<file path="src/design/mtd_pkg.sv">
// Package for the Morse text decoder: byte constants, field widths and the
// Morse code table lookup. No dependencies.
package mtd_pkg;

  localparam int unsigned CharW    = 8;
  localparam int unsigned SymW     = 7;   // symbols held for a table lookup
  localparam int unsigned LenW     = 4;   // symbol counter, saturating
  localparam int unsigned LenSelW  = 3;   // length field of a lookup key

  localparam logic [LenW-1:0] MaxSymbols = LenW'(SymW);
  localparam logic [LenW-1:0] LenSat     = {LenW{1'b1}};

  localparam logic [CharW-1:0] ChDot    = 8'h2E;
  localparam logic [CharW-1:0] ChDash   = 8'h2D;
  localparam logic [CharW-1:0] ChSpace  = 8'h20;
  localparam logic [CharW-1:0] ChTab    = 8'h09;
  localparam logic [CharW-1:0] ChCr     = 8'h0D;
  localparam logic [CharW-1:0] ChNone   = 8'h00;

  function automatic logic is_space_byte(input logic [CharW-1:0] c);
    return ((c >= ChTab) && (c <= ChCr)) || (c == ChSpace);
  endfunction

  // Symbols are right-aligned, the first symbol in the highest used bit,
  // dot as 0 and dash as 1. Returns zero where no entry matches.
  function automatic logic [CharW-1:0] morse_lookup(input logic [LenSelW-1:0] len,
                                                    input logic [SymW-1:0]    sym);
    logic [CharW-1:0] ch;
    ch = ChNone;
    unique case ({len, sym})
      {3'd2, 7'b0000001}: ch = "A";
      {3'd4, 7'b0001000}: ch = "B";
      {3'd4, 7'b0001010}: ch = "C";
      {3'd3, 7'b0000100}: ch = "D";
      {3'd1, 7'b0000000}: ch = "E";
      {3'd4, 7'b0000010}: ch = "F";
      {3'd3, 7'b0000110}: ch = "G";
      {3'd4, 7'b0000000}: ch = "H";
      {3'd2, 7'b0000000}: ch = "I";
      {3'd4, 7'b0000111}: ch = "J";
      {3'd3, 7'b0000101}: ch = "K";
      {3'd4, 7'b0000100}: ch = "L";
      {3'd2, 7'b0000011}: ch = "M";
      {3'd2, 7'b0000010}: ch = "N";
      {3'd3, 7'b0000111}: ch = "O";
      {3'd4, 7'b0000110}: ch = "P";
      {3'd4, 7'b0001101}: ch = "Q";
      {3'd3, 7'b0000010}: ch = "R";
      {3'd3, 7'b0000000}: ch = "S";
      {3'd1, 7'b0000001}: ch = "T";
      {3'd3, 7'b0000001}: ch = "U";
      {3'd4, 7'b0000001}: ch = "V";
      {3'd3, 7'b0000011}: ch = "W";
      {3'd4, 7'b0001001}: ch = "X";
      {3'd4, 7'b0001011}: ch = "Y";
      {3'd4, 7'b0001100}: ch = "Z";
      {3'd5, 7'b0011111}: ch = "0";
      {3'd5, 7'b0001111}: ch = "1";
      {3'd5, 7'b0000111}: ch = "2";
      {3'd5, 7'b0000011}: ch = "3";
      {3'd5, 7'b0000001}: ch = "4";
      {3'd5, 7'b0000000}: ch = "5";
      {3'd5, 7'b0010000}: ch = "6";
      {3'd5, 7'b0011000}: ch = "7";
      {3'd5, 7'b0011100}: ch = "8";
      {3'd5, 7'b0011110}: ch = "9";
      {3'd6, 7'b0010101}: ch = ".";
      {3'd6, 7'b0110011}: ch = ",";
      {3'd6, 7'b0001100}: ch = "?";
      {3'd6, 7'b0101011}: ch = "!";
      {3'd6, 7'b0100001}: ch = "-";
      {3'd5, 7'b0010010}: ch = "/";
      {3'd6, 7'b0011110}: ch = "'";
      {3'd5, 7'b0010001}: ch = "=";
      {3'd5, 7'b0010110}: ch = "(";
      {3'd6, 7'b0101101}: ch = ")";
      {3'd5, 7'b0001000}: ch = "&";
      {3'd6, 7'b0111000}: ch = ":";
      {3'd5, 7'b0001010}: ch = "+";
      {3'd6, 7'b0001101}: ch = "_";
      {3'd6, 7'b0010010}: ch = "\"";
      {3'd7, 7'b0001001}: ch = "$";
      {3'd6, 7'b0011010}: ch = "@";
      {3'd6, 7'b0101010}: ch = ";";
      default:            ch = ChNone;
    endcase
    return ch;
  endfunction

endpackage

</file>
<file path="src/design/morse_text_decoder.sv">
// Morse text decoder top level: input register, code accumulator and
// table lookup into an output register. Depends on mtd_pkg.

// Takes Morse text one byte per request on the slave stream and returns one
// decoded character per whitespace byte (9 to 13 or 32) or end-of-text
// request (tlast), nothing for other bytes. Dots and dashes build the pending
// code; any other byte, or more than seven symbols, makes the code decode to
// character 0 with tuser set. Whitespace with no pending code gives a space.
// The block takes one byte every cycle while the output stream is not stalled:
// a byte is held in the input register, and its character is written to the
// output register when it is processed. Symbol bytes move on during a stall;
// the rate drops only when a whitespace or end-of-text byte meets a stall.
module morse_text_decoder
  import mtd_pkg::*;
(
  input  logic             clk_i,
  input  logic             rst_ni,
  input  logic             s_axis_tvalid,
  output logic             s_axis_tready,
  input  logic [CharW-1:0] s_axis_tdata,   // [7:0] in_char
  input  logic             s_axis_tlast,   // end of text (cmd)
  output logic             m_axis_tvalid,
  input  logic             m_axis_tready,
  output logic [CharW-1:0] m_axis_tdata,   // [7:0] out_char
  output logic             m_axis_tuser,   // [0] unknown_code
  output logic             m_axis_tlast    // last
);

  logic             in_valid_q;
  logic [CharW-1:0] in_char_q;
  logic             in_last_q;

  logic [SymW-1:0]  sym_q, sym_d;
  logic [LenW-1:0]  len_q, len_d;
  logic             bad_q, bad_d;

  logic             out_valid_q;
  logic [CharW-1:0] out_char_q, out_char_d;
  logic             out_unk_q, out_unk_d;
  logic             out_last_q;

  logic             out_free;
  logic             is_symbol;
  logic             gives_result;
  logic             fire;
  logic             s_accept;
  logic [CharW-1:0] table_ch;

  assign out_free     = !out_valid_q || m_axis_tready;
  assign is_symbol    = !in_last_q && !is_space_byte(in_char_q);
  assign gives_result = !is_symbol;
  assign fire         = in_valid_q && (is_symbol || out_free);
  assign s_axis_tready = !in_valid_q || fire;
  assign s_accept     = s_axis_tvalid && s_axis_tready;

  assign table_ch = morse_lookup(len_q[LenSelW-1:0], sym_q);

  always_comb begin
    sym_d      = sym_q;
    len_d      = len_q;
    bad_d      = bad_q;
    out_char_d = ChSpace;
    out_unk_d  = 1'b0;
    if (is_symbol) begin
      if ((in_char_q != ChDot) && (in_char_q != ChDash)) begin
        bad_d = 1'b1;
      end
      if (len_q < MaxSymbols) begin
        sym_d = {sym_q[SymW-2:0], in_char_q == ChDash};
      end
      if (len_q != LenSat) begin
        len_d = len_q + LenW'(1);
      end
    end else begin
      if (len_q != '0) begin
        out_char_d = ChNone;
        if (!bad_q && (len_q <= MaxSymbols)) begin
          out_char_d = table_ch;
        end
        out_unk_d = (out_char_d == ChNone);
      end
      sym_d = '0;
      len_d = '0;
      bad_d = 1'b0;
    end
  end

  always_ff @(posedge clk_i or negedge rst_ni) begin
    if (!rst_ni) begin
      in_valid_q  <= 1'b0;
      sym_q       <= '0;
      len_q       <= '0;
      bad_q       <= 1'b0;
      out_valid_q <= 1'b0;
    end else begin
      if (s_axis_tready) begin
        in_valid_q <= s_axis_tvalid;
      end
      if (fire) begin
        sym_q <= sym_d;
        len_q <= len_d;
        bad_q <= bad_d;
      end
      if (fire && gives_result) begin
        out_valid_q <= 1'b1;
      end else if (m_axis_tready) begin
        out_valid_q <= 1'b0;
      end
    end
  end

  always_ff @(posedge clk_i) begin
    if (s_accept) begin
      in_char_q <= s_axis_tdata;
      in_last_q <= s_axis_tlast;
    end
    if (fire && gives_result) begin
      out_char_q <= out_char_d;
      out_unk_q  <= out_unk_d;
      out_last_q <= in_last_q;
    end
  end

  assign m_axis_tvalid = out_valid_q;
  assign m_axis_tdata  = out_char_q;
  assign m_axis_tuser  = out_unk_q;
  assign m_axis_tlast  = out_last_q;

  // An unknown code always decodes to character zero.
  a_unknown_is_zero: assert property (@(posedge clk_i) disable iff (!rst_ni)
    (m_axis_tvalid && m_axis_tuser) |-> (m_axis_tdata == ChNone))
    else $error("unknown code with non-zero character");

  // With no pending symbols the code register and bad flag are clear.
  a_empty_code_clear: assert property (@(posedge clk_i) disable iff (!rst_ni)
    (len_q == '0) |-> ((sym_q == '0) && !bad_q))
    else $error("code state not clear while empty");

  // The code state moves only when a held byte is processed.
  a_state_holds: assert property (@(posedge clk_i) disable iff (!rst_ni)
    !in_valid_q |=> ($stable(len_q) && $stable(sym_q)))
    else $error("code state changed without a byte");

  // A result stalled at the output blocks only a byte that would give a result.
  a_stall_cause: assert property (@(posedge clk_i) disable iff (!rst_ni)
    !s_axis_tready |-> (in_valid_q && gives_result && out_valid_q && !m_axis_tready))
    else $error("input stalled without cause");

endmodule
</file>
<file path="config.mk">
export PLATFORM = sky130hd
export DESIGN_NAME = morse_text_decoder
export DESIGN_NICKNAME = d
export VERILOG_FILES = /design/src/design/mtd_pkg.sv /design/src/design/morse_text_decoder.sv
export SDC_FILE = /design/constraint.sdc
export NUM_CORES = 1
export LEC_CHECK = 0
export CAP_MARGIN = 0
export CORE_MARGIN = 1.5
export CORE_UTILIZATION = 30
export CTS_CLUSTER_DIAMETER = 80
export DETAILED_ROUTE_END_ITERATION = 12
export DONT_BUFFER_PORTS = 1
export PLACE_DENSITY = 0.45
export SETUP_SLACK_MARGIN = 0.02
export SYNTH_ARGS = -nofsm -noshare
export SYNTH_HDL_FRONTEND = slang
export SYNTH_SLANG_ARGS = --single-unit
</file>
<file path="constraint.sdc">
create_clock -name clk_i -period 2.31 [get_ports clk_i]
set_clock_uncertainty 0.1 [all_clocks]
set_input_delay 0 -clock clk_i [delete_from_list [all_inputs] [get_ports clk_i]]
set_output_delay 0 -clock clk_i [all_outputs]
set_load 0.02 [all_outputs]
</file>
## Word-level counts from Yosys, hierarchy flattened

Index checks and enable logic that the tools add are counted.

- Register bits after elaboration: 33
- Output and inout bits: 12

- Eq/ne operators: 62
- Reduce and logical (&&, ||, !) cells: 24
- Bitwise operators: 1
- Mux-type cells: 12
- Magnitude comparators: 4
- $add $sub $neg: 1

Operator list:

| operator | number |
|---|---|
| 10-bit equality test (second input constant) | 40 |
| 7-bit case mux with 54 select lines | 1 |
| 10-bit by 9-bit equality test with 1-bit output (second input constant) | 12 |
| 8-bit two-way mux | 3 |
| 10-bit by 8-bit equality test with 1-bit output (second input constant) | 2 |
| 8-bit by 6-bit equality test with 1-bit output (second input constant) | 2 |
| 8-bit by 6-bit != test with 1-bit output (second input constant) | 2 |
| 7-bit two-way mux | 2 |
| 8-bit by 4-bit >= comparator with 1-bit output (second input constant) | 1 |
| 8-bit by 4-bit <= comparator with 1-bit output (second input constant) | 1 |
| 8-bit zero test | 1 |
| 4-bit two-way mux | 2 |
| 1-bit logical AND | 7 |
| 1-bit zero test | 6 |
| 2-bit by 1-bit != test with 1-bit output (second input constant) | 3 |
| 2-bit AND reduction | 3 |
| 4-bit by 1-bit adder with 4-bit output (second input constant) | 1 |
| 4-bit by 3-bit <= comparator with 1-bit output (second input constant) | 1 |
| 1-bit logical OR | 4 |
| 4-bit by 3-bit less-than comparator with 1-bit output (second input constant) | 1 |
| 1-bit two-way mux | 4 |
| 4-bit != test (second input constant) | 1 |
| 4-bit nonzero test | 1 |
| 2-bit nonzero test | 1 |
| other kinds (2) | 2 |

## Depth between registers and ports, before layout

- Word-level depth: 9
- Depth in mapped cells: 9

## Worst setup path before layout

OpenSTA, ideal clock, no wires.

- Path type: reg-to-reg
- Start point: reg sym_q[5]
- End point: reg out_unk_q (netlist: m_axis_tuser), data pin
- Arrival: 2136 ps
- Path buffers: 1
- Setup slack: -191 ps
- Clock period less this slack: 2501 ps
- Data required time: 1945 ps
- Cell stages (with the launch flop): 9
- Library setup time: 265 ps
- Path through: dfrtp_1 -> or4b_1 -> buf_2 -> or3_4 -> o21ai_1 -> a311oi_1 -> a41o_1 -> a21o_1 -> nor2b_1

- Cells in the longest elaborated chain, start to end: 6
- Elaborated cells on any way between the ends: 59
- Those cells by class: eq/ne (54); mux (4); reduce/logical (1)

Ends and longest elaborated chain:

| element | line | source |
|---|---|---|
| start: declaration | morse_text_decoder.sv:33 | `logic [SymW-1:0] sym_q, sym_d;` |
| start signal: assignment | morse_text_decoder.sv:100 | `sym_q <= sym_d;` |
| 10-bit equality test, or another cell as far along | mtd_pkg.sv:30 | `unique case ({len, sym})` |
| 7-bit case mux with 54 select lines (*) | mtd_pkg.sv:30 |  |
| 8-bit two-way mux (*) | morse_text_decoder.sv:77 | `if (!bad_q && (len_q <= MaxSymbols)) begin` |
| 8-bit two-way mux (*) | morse_text_decoder.sv:75 | `if (len_q != '0) begin` |
| 8-bit two-way mux (*) | morse_text_decoder.sv:64 | `if (is_symbol) begin` |
| 8-bit zero test (*) | morse_text_decoder.sv:80 | `out_unk_d = (out_char_d == ChNone);` |
| end signal: assignment | morse_text_decoder.sv:119 | `out_unk_q <= out_unk_d;` |
| end: declaration | morse_text_decoder.sv:39 | `logic out_unk_q, out_unk_d;` |

Every way passes the cells marked *; elsewhere a longest branch is shown, timed or not. The select of a mux whose other input is x is not followed.
A chain may end at the register's enable or synchronous reset.

## Final worst setup path

- Start point: reg sym_q[6]
- End point: reg out_unk_q (netlist: m_axis_tuser), data pin

Same word-level chain as after synthesis.

==> flow_metrics.tcl <==
set metrics [dict create \
    run_status "finished, violations left" \
    violated_checks "setup timing" \
    clkTransAtPathRegs_ns 0.07 \
    syn_avg_cell_area_um2 8.323 \
    timing.critical_path.cells "or4b_4 > buf_6 > nor3b_4 > a211o_1 > a311oi_2 > a41o_1 > a21o_1 > nor2b_1" \
    layout_min_cycle_time_ns 2.498 \
    io_buffer_count 0 \
    cts-root-to-sink-buffers 2 \
    rows 32 \
    met3_length_um 437 \
    dieArea_um2 8765 \
    pwrdens_nw_per_um2 499.3 \
    power.internal_w 0.001299 \
    drc_errors 0 \
    routabilityCongestion 0.9746 \
    synthArstFlopShare_pct 43.75 \
    vias_in_the_first_global_route 2651 \
    ys.warnings.count 0 \
    area_after_dpl_um2 3178 \
    timing.slew.headroom_pct 55.56 \
    first_iter_violations 134 \
    grt_antenna_before_repair 0 \
    tightest_slew_ns 0.6644 \
    global_route.overflow_total 0 \
    post-route-cell-area_um2 3750 \
    worst_setup_ep_type "flop" \
    cts_max_level 2 \
    antennaDiodeCount 0 \
    report.final.hold_viol_count 0 \
    root_driver "clkbuf_8" \
    postSynthCellCount 296 \
    seq_power_share_pct 37.2 \
    synth_cell_type_count 63 \
    initial_utilization_pct 31.39 \
    synth-seq-area-share_pct 36.16 \
    power.total_w 0.001872 \
    combPwrFrac_pct 34.5 \
    m1WireLength_um 3765 \
    achievable-frequency_mhz 400.4 \
    standard_cell_core_area_um2 7848 \
    critical-path-max-stage-delay_ns 0.59 \
    tritoncts_clock_tree "yes" \
    dp_hpwl_um 6592 \
    top_layer "met4" \
    grt_start_max_net_pins 16 \
    reg2reg_setup_slack_ns -0.19 \
    final.fill_count 807 \
    synth_edf_count 18 \
    syn_nets 311 \
    leakage_nw 1.495 \
    clock_power_share_pct 28.4 \
    areaGrowthSynthToFinish_pct 52.21 \
    switching_share_pct 30.63 \
    cp-start-kind "flop" \
    synth-seq-cells 32 \
    finalSetupViolCount 5 \
    vias_per_cell 5.684 \
    power.net_switching_w 0.0005736 \
    ir_worst_vdd_uv 325.8 \
    hold_class "in2reg" \
    met2_length_um 4037 \
    critical-path-slowest-cell "or4b_4" \
    rsz0062_at_grt "yes" \
    clock_latency_ns 0.28 \
    critical_path_class "reg2reg" \
    final_min_period_over_clock_period_pct 108.1 \
    drt_pass1_iterations 4 \
    arrival_ns 2.43 \
    final_critical_path_setup_slack_ns -0.1875 \
    drive_gt1_share_pct 41.19 \
    track_usage_pct 20.51 \
    die_height_um 93.62 \
    drv_slew 0 \
    max_cap_viol_count 0 \
    wire_per_inst_um 17.83 \
    numClockSinks 32 \
    dominantRegCellSynth "edfxtp_1" \
    synthesis.area_um2 2464 \
    grt_pass1_wl_um 13770 \
    crit_required_ns 2.24 \
    antenna_left 0 \
    floorplan.io_pins 25 \
    cts_made_buffers 5 \
    die_x_um 93.62 \
    postRouteWirelength_um 8701 \
    highest_net_fanout_along_the_worst_path 4 \
    dr_total_vias 2774 \
    fin_nets 400 \
]
-- placed cells by master, fill, tap and decap left out, types with 3 or more instances in the layout --
| cell type | instances |
|---|---|
| buf_4 | 91 |
| nor2_1 | 30 |
| nand2_1 | 18 |
| edfxtp_1 | 18 |
| a21oi_1 | 15 |
| o21ai_0 | 12 |
| dlygate4sd3_1 | 12 |
| nand2b_1 | 10 |
| dfrtp_1 | 10 |
| nand3_1 | 9 |
| a22o_1 | 7 |
| nor2b_1 | 7 |
| a31oi_1 | 6 |
| nor4_1 | 5 |
| nand4_1 | 5 |
| inv_1 | 5 |
| clkbuf_8 | 5 |
| buf_6 | 5 |
| nor3_1 | 4 |
| and3_1 | 4 |
| nor4_2 | 4 |
| a21o_1 | 4 |
| dfrtp_2 | 4 |
| xnor2_1 | 3 |
| or4b_4 | 3 |
| and2_1 | 3 |
| o32ai_2 | 3 |
| o21ai_1 | 3 |
| a32o_1 | 3 |
-- power by group through the flow --
stage / clock network (W) / registers [W] / logic (W)
final: 0.000531 / 0.000696 / 0.000645
after global routing: 0.000564 / 0.000702 / 0.000695
after CTS: 0.000538 / 0.000693 / 0.000569
after detailed placement: 0 / 0.000703 / 0.000506
after global placement: 0 / 0.000703 / 0.000509
after floorplan: 0 / 0.000696 / 0.000295
-- per-layer routing --
layer / vias up / global-route usage, %
li1: 1305 / -
met1: 1324 / 27.59
met2: 107 / 32.25
met3: 38 / 3.171
met4: 0 / 9.204
met5: - / 0
-- logic make-up (layout without fill, tap and decap cells) --
family | after synthesis | in the layout | share of synthesized area (%)
AOI/OAI and AO/OA | 85 | 85 | 23.77
xor gates and xnor gates | 5 | 5 | 1.778
DFF | 32 | 32 | 36.16
other | 1 | 1 | 0.1522
adders and majority gates | 2 | 2 | 1.016
buffers and inverters | 33 | 123 | 5.637
and+or+nand+nor | 136 | 136 | 30.62
muxes | 2 | 2 | 0.8634
-- layout make-up --
class	count	area, um2	share of cell area [%]
clock inverters	2	35.03	0.9343
inverters	5	18.77	0.5005
well taps	102	127.6	3.403
flip-flops and latches	32	895.9	23.89
repair buffers	110	894.6	23.86
multi-input cells	231	1705	45.48
clock buffers	6	72.57	1.935
-- synth_stat cells, types with 7 or more instances --
library cell | count | area (um2)
nor4_1 | 11 | 68.82
nand2b_1 | 12 | 75.07
a21oi_1 | 15 | 75.07
a31oi_1 | 7 | 43.79
dfrtp_1 | 14 | 350.3
nor2b_1 | 7 | 43.79
nor2_1 | 33 | 123.9
clkbuf_1 | 15 | 56.30
buf_2 | 9 | 45.04
a22o_1 | 7 | 61.31
edfxtp_1 | 18 | 540.5
nand3_1 | 9 | 45.04
o21ai_0 | 15 | 75.07
nand2_1 | 19 | 71.32
-- state kept, by name (all words and copies together) (netlist names) --
register / count
bad_q: 1
in_char_q: 8
in_last_q: 1
in_valid_q: 1
len_q: 4
m_axis_tdata: 7
m_axis_tlast: 1
m_axis_tuser: 1
m_axis_tvalid: 1
sym_q: 7
-- path summary, 6_finish.rpt --
| kind | from | endpoint | cells past startpoint |
|---|---|---|---|
| max | sym_q[6] | m_axis_tuser | 8 |
| min | s_axis_tvalid | in_char_q[1] | 1 |
| max reg2reg | sym_q[6] | m_axis_tuser | 8 |
| min reg2reg | in_last_q | m_axis_tlast | 0 |
| max in group asynchronous | rst_ni | sym_q[1] | 1 |
| min in group asynchronous | rst_ni | m_axis_tvalid | 1 |
-- stage by stage --
step,setup TNS (ns),hold slack (ns),setup slack (ns),util (%),std cells
detailed placement,-1.156,-0.3952,-0.3602,40.50,459
global route,-1.164,0.08733,-0.2600,47.78,488
global placement,-1.424,-0.3952,-0.3740,40.50,459
finish,-0.5954,0.06616,-0.1875,47.78,488
CTS,-0.6555,0.07018,-0.1578,45.04,481
floorplan,-0.1049,-0.3956,-0.1049,-,296
-- worst max-delay path, delay by kind of cell (launching register included) --
kind                   cells  cell delay (ns)
flip-flops                 1             0.42
buffers and inverters      1             0.16
AO/OA/AOI/OAI              4             0.68
AND/OR/NAND/NOR            3             0.88
-- repair_timing --
| action | 4_1_cts | 5_1_grt |
|---|---|---|
| hold endpoints to repair | 25 | 0 |
| endpoints found under the setup margin | 8 | 19 |
| pin swaps | 5 | 15 |
| setup buffers | 2 | 7 |
| gates resized for setup | 26 | 34 |
| hold buffers | 12 | 0 |
No activity file was read; power rests on OpenSTA's default activity.
